$ cat config.mk
export PLATFORM = sky130hd
export DESIGN_NAME = mcn_div_stage
export DESIGN_NICKNAME = d
export VERILOG_FILES = /design/src/hw/rtl/mcn_pkg.sv /design/src/hw/rtl/mcn_div_stage.sv
export SDC_FILE = /design/constraint.sdc
export NUM_CORES = 1
export LEC_CHECK = 0
export BUFFER_PORTS_ARGS = -buffer_cell sky130_fd_sc_hd__buf_4
export CORE_AREA = 5 5 253 255
export CTS_CLUSTER_DIAMETER = 40
export DETAILED_ROUTE_END_ITERATION = 10
export DIE_AREA = 0 0 258 260
export GPL_ROUTABILITY_DRIVEN = 0
export MAX_ROUTING_LAYER = met4
export PLACE_DENSITY_LB_ADDON = 0.12
export REMOVE_ABC_BUFFERS = 1
export SLEW_MARGIN = 20
export SYNTH_ARGS = -nofsm -noshare
export SYNTH_HDL_FRONTEND = slang
export SYNTH_SLANG_ARGS = --single-unit
$ cat constraint.sdc
create_clock -name clock -period 20.6 [get_ports clock]
set_clock_uncertainty 0.15 [all_clocks]
set_input_delay 1.03 -clock clock [delete_from_list [all_inputs] [get_ports clock]]
set_output_delay 1.03 -clock clock [all_outputs]
set_load 0.01 [all_outputs]
$ cat src/hw/rtl/mcn_pkg.sv
// Package for the matrix column normaliser: fixed datapath widths, pipeline
// stage counts and the stage record types shared by the stage modules.
// No dependencies.
`default_nettype none
package mcn_pkg;

   localparam int MAG_W       = 32;             // internal magnitude width
   localparam int SUM_W       = 2 * MAG_W;      // sum of squares width
   localparam int REM_W       = MAG_W + 3;      // square root remainder width
   localparam int STEPS       = 2;              // iterations per pipeline stage
   localparam int SQRT_STAGES = MAG_W / STEPS;  // square root pipeline stages
   localparam int DIV_STAGES  = MAG_W / STEPS;  // divider pipeline stages
   localparam int LANES       = 3;
   localparam logic [MAG_W-1:0] Q30_ONE = MAG_W'(1) << 30;

   typedef struct packed {
      logic [LANES-1:0]            neg;
      logic [LANES-1:0][MAG_W-1:0] mag;
   } side_type;

   typedef struct packed {
      logic             valid;
      logic [REM_W-1:0] rem;
      logic [MAG_W-1:0] root;
      logic [SUM_W-1:0] v;
      side_type         side;
   } sqrt_type;

   typedef struct packed {
      logic                        valid;
      logic [LANES-1:0][MAG_W-1:0] r;
      logic [LANES-1:0][MAG_W-1:0] d;
      logic [LANES-1:0][MAG_W-1:0] q;
      logic [MAG_W-1:0]            len;
      logic [LANES-1:0]            neg;
   } div_type;

endpackage
`default_nettype wire

$ cat src/hw/rtl/mcn_div_stage.sv
// One registered stage of the three-lane restoring divider: two quotient
// bits a stage in each lane. Depends on mcn_pkg.
`default_nettype none
module mcn_div_stage (
   input  wire logic            clock,
   input  wire logic            reset,
   input  wire mcn_pkg::div_type stage_in,
   output mcn_pkg::div_type     stage_out
);
   mcn_pkg::div_type stage_ff;
   mcn_pkg::div_type stage_in_w;
   logic [mcn_pkg::MAG_W:0] trial;

   always_comb begin
      stage_in_w = stage_in;
      trial      = '0;
      for (int l = 0; l < mcn_pkg::LANES; l++) begin
         for (int k = 0; k < mcn_pkg::STEPS; k++) begin
            trial = {stage_in_w.r[l], stage_in_w.d[l][mcn_pkg::MAG_W-1]};
            stage_in_w.d[l] = stage_in_w.d[l] << 1;
            if (trial >= {1'b0, stage_in_w.len}) begin
               stage_in_w.r[l] = mcn_pkg::MAG_W'(trial - {1'b0, stage_in_w.len});
               stage_in_w.q[l] = {stage_in_w.q[l][mcn_pkg::MAG_W-2:0], 1'b1};
            end else begin
               stage_in_w.r[l] = trial[mcn_pkg::MAG_W-1:0];
               stage_in_w.q[l] = {stage_in_w.q[l][mcn_pkg::MAG_W-2:0], 1'b0};
            end
         end
      end
   end

   always_ff @(posedge clock) begin
      if (reset) begin
         stage_ff.valid <= 1'b0;
      end else begin
         stage_ff <= stage_in_w;
      end
   end

   assign stage_out = stage_ff;
endmodule
`default_nettype wire

# After elaboration in Yosys (flattened, before gate mapping)
# Cells that the tools add are included.
# W data, S select, Z words.
[word_totals] regBits=318 input_bits=326 wordCells=36 output_inout_bits=324
[classes] n_mux=12 order_cmp=6 addsub=6
[ops] cell="$ge A33 B32 Y1" n=6
[ops] cell="$mux W32" n=6
[ops] cell="$sub A32 B32 Y32" n=6
[ops] cell="$mux W1" n=6

# Longest topological paths before layout
[depth] depth_word=4 mapped_depth=27 depth_no_buf=24

# Worst setup path before layout
# Ideal clock, no wire load.
[synth_timing] path_type="input -> register" start="in reset" end="reg stage_ff (netlist bit stage_out[0]), enable pin" t_arrival_ps=7132 path_buffers=0 required_time_ps=19785 path_slack_ps=12653 setup_ps=665 path_stages=1 cell_sequence="inv_1"
[synth_lines] element="start: declaration" line="mcn_div_stage.sv:6" text="input wire logic reset,"
[synth_lines] element="end signal: assignment" line="mcn_div_stage.sv:36" text="stage_ff <= stage_in_w;"
[synth_lines] element="end: declaration" line="mcn_div_stage.sv:10" text="mcn_pkg::div_type stage_ff;"
# No word-level cell between the ends.

==> out/results.ini <==
[synth]
syn_avg_cell_area_um2=10.6
ys_seq_area_frac=0.441
synth_flop_cell=edfxtp_1
synth_cell_types=83
synth_edf_count=317
synth_seq_cells=318
synth-async-reset-ratio=0
synth_cells=2037
syn-cell-area_mm2=0.0216
ys.warnings.count=0

[floorplan]
dieWidth_um=258
coreArea_mm2=0.0614
die_area_mm2=0.0671
die_height_um=260
ios=650
start_util=0.352
num_rows=91

[worst_setup_path]
cp_max_fo=38
cp_data_arrival_time_ps=7900
path_class=in2reg
crit_path_start_kind=input pin
worst_path_max_delay_cell=nor2_4
endpoint_kind=register
slowest_delay_ps=790
crit_required_ps=20780

[drt]
num_vias=18600
avgViaCountPerCell=5.23
drc=0
drt_iter0_drc=1110
first_pass_iters=5
antenna_left=0
routedWlPerCell_um=20.8
wl_mm=73.9

[global_route]
overflow=0
grtUsageTotal=0.211
grt_pass1_wl_mm=108
first_global_vias=18400
antenna_found_initial=10
grt_max_degree=105

[placement]
io_buffers=637
dpl.hpwl_mm=60.4

[clock_network]
clock_path_buffers=3
cts_root_buf=clkbuf_16
cts_tree=yes
cts.clk_slew.worst_paths_ps=60
ctsResizeCount=0
cts_setup_buffers=0
numCtsBuffers=56
clock-sinks=318
htree_levels=2
hold_buffers=0

[timing]
worst_pin_slew_ps=1040
maxSlewHeadroom=0.306
max_freq_mhz=129
post-route-min-period_ps=7730
setup_tns_ps=0
finalMaxSlewViolations=0
fin_crit_sh=0.375
setup_viol=0
hold_viol=0
rsz0062_at_grt=no

[flow_run]
maxCapViolCount=0

[hold_path]
hold_start=stage_in[118]
hold_path.class=in2reg
hold_path_depth=1
holdPathEnd=stage_out[120]$_DFFE_PN_

[cells_and_area]
ff_latch_area_mm2=0.00954
drive_above_1_share=0.321
nets=3230
area_growth_syn_to_layout_pct=35.6
largest_reg_flops=318
multiInputGateArea_mm2=0.0115
fillCellCount=5721

[power_and_ir_drop]
leakagePower_nw=12.6
power.density_mw_per_mm2=101
peakVddDrop_mv=0.0649
finalPower_mw=2.95

[run_status]
status=finished clean

-- logic make-up after synthesis --
group	share of synthesized area
other cells	0.000173
fa+ha+maj	0.117
flops	0.441
simple gates	0.106
xor+xnor	0.0668
compound gates	0.181
buf+inv	0.0280
mux	0.0606
-- per-layer routing --
metal,share of wire,track usage
met1,0.41,0.251
met2,0.51,0.370
met3,0.056,0.0360
met4,0.025,0.0636
met5,0,-
-- worst max path at each step --
stage | from | depth (start not counted) | to
after floorplan | stage_in[4] | 19 | stage_out[260]$_DFFE_PN_
after global placement | stage_in[4] | 25 | stage_out[233]$_DFFE_PN_
after detailed placement | stage_in[4] | 25 | stage_out[231]$_DFFE_PN_
after CTS | stage_in[4] | 25 | stage_out[231]$_DFFE_PN_
after global routing | stage_in[4] | 25 | stage_out[233]$_DFFE_PN_
final | stage_in[4] | 25 | stage_out[233]$_DFFE_PN_
-- worst max-delay path, delay by kind of cell --
family	cells	cell delay [ps]
muxes	1	430
AOI/OAI and AO/OA	14	3530
buffers and inverters	5	1020
adders and majority gates	2	680
and+or+nand+nor	3	1140
-- synth_stat cells, drive strengths merged (9+ instances only) --
library cell | instances | area, um^2
a211oi | 13 | 110
xor2 | 56 | 490
nand4 | 27 | 175
edfxtp | 317 | 9520
a21o | 80 | 601
nor3 | 30 | 165
nand3 | 46 | 230
o21a | 39 | 293
ha | 192 | 2400
nor2 | 131 | 499
or3 | 9 | 56.3
a21boi | 9 | 67.6
o21bai | 24 | 180
a31oi | 24 | 156
a31o | 12 | 105
mux2 | 111 | 1250
clkbuf | 27 | 104
nor2b | 15 | 93.8
and3 | 15 | 93.8
buf | 25 | 164
o21ai | 131 | 656
nand2b | 17 | 106
a21oi | 186 | 946
inv | 90 | 338
and2 | 15 | 93.8
xnor2 | 109 | 955
nand2 | 157 | 589
-- metrics by stage --
step | instances | worst slack, ps | cell area (um^2) | util | hold slack (ps)
6_report | 3552 | 12870 | 29300 | 0.478 | 447
4_1_cts | 3541 | 12830 | 29300 | 0.477 | 408
3_3_place_gp | 3438 | 12220 | 27400 | 0.446 | 1060
2_1_floorplan | 1990 | 11950 | 21400 | - | 952
3_5_place_dp | 3438 | 12220 | 27400 | 0.446 | 1060
5_1_grt | 3551 | 12450 | 29300 | 0.478 | 416
-- cell usage in the layout (no fill, tap or decap), types with 8 or more instances in the layout --
| master | netlist | final |
|---|---|---|
| a21oi_1 | 182 | 182 |
| clkbuf_16 | 0 | 57 |
| nor3_1 | 27 | 27 |
| nand2_1 | 157 | 157 |
| o21ai_0 | 125 | 125 |
| buf_4 | 9 | 658 |
| o21bai_1 | 24 | 24 |
| o21a_1 | 39 | 39 |
| xor2_1 | 56 | 56 |
| or3_1 | 9 | 9 |
| and3_1 | 15 | 15 |
| a31o_2 | 12 | 12 |
| a211oi_1 | 12 | 12 |
| nand3_1 | 46 | 46 |
| nor2_1 | 130 | 130 |
| nor2b_1 | 15 | 15 |
| a21o_1 | 80 | 80 |
| and2_1 | 13 | 13 |
| edfxtp_1 | 317 | 317 |
| nand2b_1 | 17 | 17 |
| mux2_2 | 88 | 88 |
| a21boi_0 | 9 | 9 |
| diode_2 | 0 | 11 |
| nand4_1 | 26 | 26 |
| mux2_1 | 23 | 23 |
| inv_1 | 88 | 87 |
| inv_6 | 0 | 8 |
| xnor2_1 | 109 | 109 |
| a31oi_1 | 23 | 23 |
| ha_1 | 192 | 192 |
| clkinvlp_4 | 0 | 9 |
-- final cells by class --
class,count,area share
clock inverters,42,0.0172
clock buffers,61,0.0491
diodes,11,0.000939
inverters,90,0.0118
repair buffers,658,0.168
multi-input cells,1582,0.394
well taps,790,0.0337
flip-flops and latches,318,0.325
-- where the power goes --
group	internal (mW)	switching, mW	total, mW
logic	0.522	0.589	1.11
registers	0.858	0.0360	0.894
clock network	0.601	0.344	0.945
(Power assumes the default switching activity.)
