<file path="config.mk">
export PLATFORM = sky130hd
export DESIGN_NAME = mcn_sqrt_stage
export DESIGN_NICKNAME = d
export VERILOG_FILES = /design/src/hw/rtl/mcn_pkg.sv /design/src/hw/rtl/mcn_sqrt_stage.sv
export SDC_FILE = /design/constraint.sdc
export NUM_CORES = 1
export LEC_CHECK = 0
export ABC_CLOCK_PERIOD_IN_PS = 6120
export BUFFER_PORTS_ARGS = -buffer_cell sky130_fd_sc_hd__clkbuf_2
export CORE_AREA = 2 2 180 182
export CTS_CLUSTER_SIZE = 20
export DETAILED_ROUTE_END_ITERATION = 7
export DIE_AREA = 0 0 182 184
export GPL_ROUTABILITY_DRIVEN = 1
export PLACE_DENSITY = 0.65
export SYNTH_ARGS = -nofsm -noshare
export SYNTH_HDL_FRONTEND = slang
export SYNTH_SLANG_ARGS = --single-unit
</file>
<file path="constraint.sdc">
create_clock -name clock -period 6.12 [get_ports clock]
set_clock_uncertainty 0.15 [all_clocks]
set_input_delay 0.612 -clock clock [delete_from_list [all_inputs] [get_ports clock]]
set_output_delay 0.612 -clock clock [all_outputs]
set_load 0.03 [all_outputs]
</file>
<file path="src/hw/rtl/mcn_pkg.sv">
// Package for the matrix column normaliser: fixed datapath widths, pipeline
// stage counts and the stage record types shared by the stage modules.
// No dependencies.
`default_nettype none
package mcn_pkg;

   localparam int MAG_W       = 32;             // internal magnitude width
   localparam int SUM_W       = 2 * MAG_W;      // sum of squares width
   localparam int REM_W       = MAG_W + 3;      // square root remainder width
   localparam int STEPS       = 2;              // iterations per pipeline stage
   localparam int SQRT_STAGES = MAG_W / STEPS;  // square root pipeline stages
   localparam int DIV_STAGES  = MAG_W / STEPS;  // divider pipeline stages
   localparam int LANES       = 3;
   localparam logic [MAG_W-1:0] Q30_ONE = MAG_W'(1) << 30;

   typedef struct packed {
      logic [LANES-1:0]            neg;
      logic [LANES-1:0][MAG_W-1:0] mag;
   } side_type;

   typedef struct packed {
      logic             valid;
      logic [REM_W-1:0] rem;
      logic [MAG_W-1:0] root;
      logic [SUM_W-1:0] v;
      side_type         side;
   } sqrt_type;

   typedef struct packed {
      logic                        valid;
      logic [LANES-1:0][MAG_W-1:0] r;
      logic [LANES-1:0][MAG_W-1:0] d;
      logic [LANES-1:0][MAG_W-1:0] q;
      logic [MAG_W-1:0]            len;
      logic [LANES-1:0]            neg;
   } div_type;

endpackage
`default_nettype wire

</file>
<file path="src/hw/rtl/mcn_sqrt_stage.sv">
// One registered stage of the pipelined square root: two root bits a stage.
// Depends on mcn_pkg.
`default_nettype none
module mcn_sqrt_stage (
   input  wire logic             clock,
   input  wire logic             reset,
   input  wire mcn_pkg::sqrt_type stage_in,
   output mcn_pkg::sqrt_type     stage_out
);
   mcn_pkg::sqrt_type stage_ff;
   mcn_pkg::sqrt_type stage_in_w;
   logic [mcn_pkg::REM_W-1:0] trial;
   logic [mcn_pkg::REM_W-1:0] shifted;

   always_comb begin
      stage_in_w = stage_in;
      trial      = '0;
      shifted    = '0;
      for (int k = 0; k < mcn_pkg::STEPS; k++) begin
         shifted = {stage_in_w.rem[mcn_pkg::REM_W-3:0],
                    stage_in_w.v[mcn_pkg::SUM_W-1 -: 2]};
         trial   = mcn_pkg::REM_W'({stage_in_w.root, 2'b01});
         stage_in_w.v = stage_in_w.v << 2;
         if (shifted >= trial) begin
            stage_in_w.rem  = shifted - trial;
            stage_in_w.root = {stage_in_w.root[mcn_pkg::MAG_W-2:0], 1'b1};
         end else begin
            stage_in_w.rem  = shifted;
            stage_in_w.root = {stage_in_w.root[mcn_pkg::MAG_W-2:0], 1'b0};
         end
      end
   end

   always_ff @(posedge clock) begin
      if (reset) begin
         stage_ff.valid <= 1'b0;
      end else begin
         stage_ff <= stage_in_w;
      end
   end

   assign stage_out = stage_ff;
endmodule
`default_nettype wire

</file>
# Word-level counts from Yosys, hierarchy flattened
# Cells that the tools add are included.
[word_totals]
n_memories = 0
ramBits = 0
elab_cells = 14
out_inout_bits = 231
register_bits = 227
latch_bits = 0
mem_bits_ro = 0
[op_classes]
eq_ne = 0
muxes = 2
div_mod_pow = 0
mul = 0
addsub = 2
bitwise = 0
reduce_logical = 0
shift = 0
n_lt_le_gt_ge = 2
[op_table]
columns = ["cell", "n"]
rows = [
  ["35-bit by 34-bit greater-or-equal comparator with 1-bit output", 2],
  ["67-bit two-way mux", 1],
  ["65-bit two-way mux", 1],
  ["35-bit by 34-bit subtractor with 35-bit output", 1],
  ["33-bit subtractor", 1],
]

# Logic depth before layout (Yosys ltp)
[logic_depth]
ltp_word = 4
ltp_mapped = 26
ltp_nobuf = 24

# Least setup slack after synthesis
# Ideal clock, no wire load.
[synth_path]
path_kind = "input port to flip-flop"
from = "input port stage_in[167] (netlist name)"
to = "register stage_ff (netlist bit stage_out[224]) (data pin)"
cell_stages = 24
t_arrival_ps = 5732
setup_time_ps = 260
path_slack_ps = -21
path_cell_list = "inv_1 ha_1 a2111oi_0 nor3_1 and2_4 a311o_2 a21boi_4 clkbuf_1 clkbuf_1 nand2_1 o21ai_0 ha_1 clkbuf_1 a21oi_1 o211ai_1 a41oi_1 o21ai_1 a221o_1 a221oi_2 a21boi_1 o31a_1 o41ai_1 xnor2_1 mux2_2"
[synth_rtl]
columns = ["element", "line", "source"]
rows = [
  ["from (decl)", "mcn_sqrt_stage.sv:7", "input wire mcn_pkg::sqrt_type stage_in,"],
  ["to (signal assigned)", "mcn_sqrt_stage.sv:38", "stage_ff <= stage_in_w;"],
  ["to (decl)", "mcn_sqrt_stage.sv:10", "mcn_pkg::sqrt_type stage_ff;"],
]

==> reports/qor.yml <==
sta:
  final.min_clock_period_ns: 5.75
  max_slew.worst_pin.slew_ns: 0.984
  remaining_max_slew_budget_at_the_tightest_pin: 0.344
  slew_violations: 0
  maxClockFrequency_mhz: 174
  final.period_utilization: 0.940
  finalHoldViolCount: 0
  finalSetupViolations: 0
  rsz0062_at_grt: "yes"
layout:
  fillCellCount: 2889
  largest_register_ff_count: 227
  share_of_layout_cells_above_drive_strength_1: 0.432
  leading_cell_type_in_the_layout_fill_and_taps_excluded: "clkbuf_2"
  finalInstanceArea_sq_um: 16200
  seqCellArea_sq_um: 6810
  flow.area_growth_from_synthesis_pct: 41.3
  mostFrequentLayoutCells: "clkbuf_2, edfxtp_1, buf_4"
  multiInputGateArea_sq_um: 4320
  layout.nets: 1864
detailed_routing:
  final_antenna_net_count: 0
  postRouteWirelength_mm: 42.3
  detailedRoute.firstPassIterationCount: 5
  drt_first_iter_violations: 793
  num_vias: 10072
  route.detailed.drc: 0
  drt-vias-per-instance: 5.07
  routedWlPerCell_um: 21.3
synth:
  postSynthCellCount: 948
  synth_seq_area_share: 0.595
  avgSynthCellArea_sq_um: 12.1
  number_of_flops_mapped_to_enable_cells_by_yosys: 226
  ys_seq_elements: 227
  postSynth.topFlopCell: "edfxtp_1"
  synth.lib_cells_used.distinct: 65
  synth_warnings: 0
  async_flop_share: 0
  netlist_area_sq_um: 11400
power_and_ir_drop:
  report.power.total_mw: 5.44
  ir_drop_mv: 0.221
  powerDensity_nw_per_um2: 336
  static-leakage-power_nw: 7.41
clocking:
  cts.repair_timing.setup_buffer_count: 0
  cts_inserted_buffers: 27
  ctsHtreeMaxLevel: 1
  clk_path_buf_depth: 3
  root_buffer: "clkbuf_16"
  tritoncts: "done"
  clkSlewWorstSetupHoldPaths_ns: 0.06
  tritoncts_num_sinks: 227
die:
  placeableCoreArea_sq_um: 31400
  dieHeight_um: 184
  die_extent_in_x_um: 182
  top_level_ports: 464
  floorplan.initialDensity: 0.365
  die_area_sq_um: 33500
  rows: 65
critical_path:
  critPathLaunchType: "input pin"
  worst-endpoint-arrival_ns: 5.86
  worstSetupEndpointType: "flop"
  timing.critical_path.required_ns: 6.23
  worstPathMaxFanout: 6
  worstSetupPathType: "in2reg"
status:
  run_status: "complete, no violations"
min_path:
  hold_path.class: "in2reg"
place:
  gp_congestion: 0.901
  place.detailed.hpwl_mm: 34.4
  port_buffers: 457
  postPlaceCellArea_sq_um: 15300
job:
  total_of_max_cap_violations: 0
global_route:
  grt_max_degree: 137
  grt_antenna_before_repair: 9
  gr-usage-all-layers: 0.241
  number_of_global_route_vias_before_repair: 9918
  overflow: 0
  grt_pass1_wl_mm: 60.3
-- power by group --
part	internal [mW]	total, mW	switching (mW)	leakage, nW
combinational	0.749	1.93	1.18	4.79
clock	0.867	1.50	0.634	0.400
sequential	1.95	2.01	0.0634	2.22
-- worst max-delay path: stages --
cell and delay, ns:
clkbuf_2 0.08, inv_1 0.06, ha_1 0.32, a2111oi_1 0.45, o21ai_1 0.13, and2_4 0.18
a311o_2 0.47, buf_4 0.20, a21o_1 0.18, a21oi_1 0.23, o21ai_0 0.14, xnor2_1 0.17
o21ai_1 0.11, ha_1 0.38, and4_1 0.24, nor2b_1 0.24, nand2_1 0.12, or4_1 0.55
nor3_1 0.15, buf_4 0.15, nor3_4 0.05, inv_1 0.15, buf_4 0.15, mux2_2 0.34
-- Yosys cell counts, types with 4 or more instances --
cell	n	area, sq um
edfxtp_1	226	6790
nand2_1	82	308
o21ai_0	77	385
a21oi_1	69	345
ha_1	68	851
inv_1	56	210
nor2_1	51	191
xnor2_1	38	333
a21o_1	28	210
clkbuf_1	25	93.8
xor2_1	20	175
nand3_1	19	95.1
nor3_1	17	85.1
nand4_1	15	93.8
o21bai_1	14	105
nand2b_1	12	75.1
mux2_2	11	124
and3_1	9	56.3
nor2b_1	9	56.3
a211oi_1	6	45.0
o21a_1	6	45.0
mux2i_1	5	50.1
a211o_1	4	35.0
a221oi_1	4	35.0
a31oi_1	4	25.0
and4_1	4	35.0
buf_2	4	20.0
buf_4	4	30.0
o31a_1	4	35.0
-- per-layer routing --
| layer | track usage | routed length (um) | share of wire |
|---|---|---|---|
| met1 | 0.296 | 16800 | 0.40 |
| met2 | 0.415 | 20700 | 0.49 |
| met3 | 0.0707 | 3890 | 0.092 |
| met4 | 0.0626 | 932 | 0.022 |
| met5 | 0 | 75 | 0.0018 |
-- through the flow --
stage,utilization,setup slack (ns),setup TNS (ns),instances,hold WS (ns)
after floorplan,-,0.00242,0,951,0.534
after detailed placement,0.488,-0.276,-5.91,1935,0.641
after global placement,0.488,-0.211,-3.71,1935,0.639
after global routing,0.515,-0.00799,-0.00799,1986,0.0836
after CTS,0.514,0.236,0,1984,0.0820
final,0.515,0.369,0,1988,0.100
-- layout make-up --
type,instances,area share
timing repair buffer,616,0.216
antenna,3,0.000464
clock buffer,38,0.0474
tap,402,0.0311
clock inverter,11,0.00356
sequential,227,0.421
multi-input combinational,635,0.267
inverter,56,0.0135
-- cells by family (layout without fill, tap and decap cells) --
| group | count (synthesis) | count (layout) | synth area share |
|---|---|---|---|
| compound gates | 254 | 255 | 0.141 |
| xor+xnor | 58 | 58 | 0.0444 |
| fa+ha+maj | 68 | 68 | 0.0743 |
| buf+inv | 90 | 721 | 0.0314 |
| flops | 227 | 227 | 0.595 |
| mux | 17 | 17 | 0.0162 |
| other cells | 1 | 7 | 0.000328 |
| simple gates | 233 | 233 | 0.0974 |
-- repair_timing --
item                       4_1_cts  5_1_grt
resized for setup                0        4
setup endpoints to repair        0       25
hold endpoints to repair         0        0
hold buffers                     0        0
-- final timing paths --
| check | start | to | slack [ns] | cells after the start |
|---|---|---|---|---|
| max | stage_in[167] | stage_out[214]$_DFFE_PN_ | 0.37 | 24 |
| min | stage_in[6] | stage_out[6]$_DFFE_PN_ | 0.10 | 1 |
No activity file was read; power rests on OpenSTA's default activity.
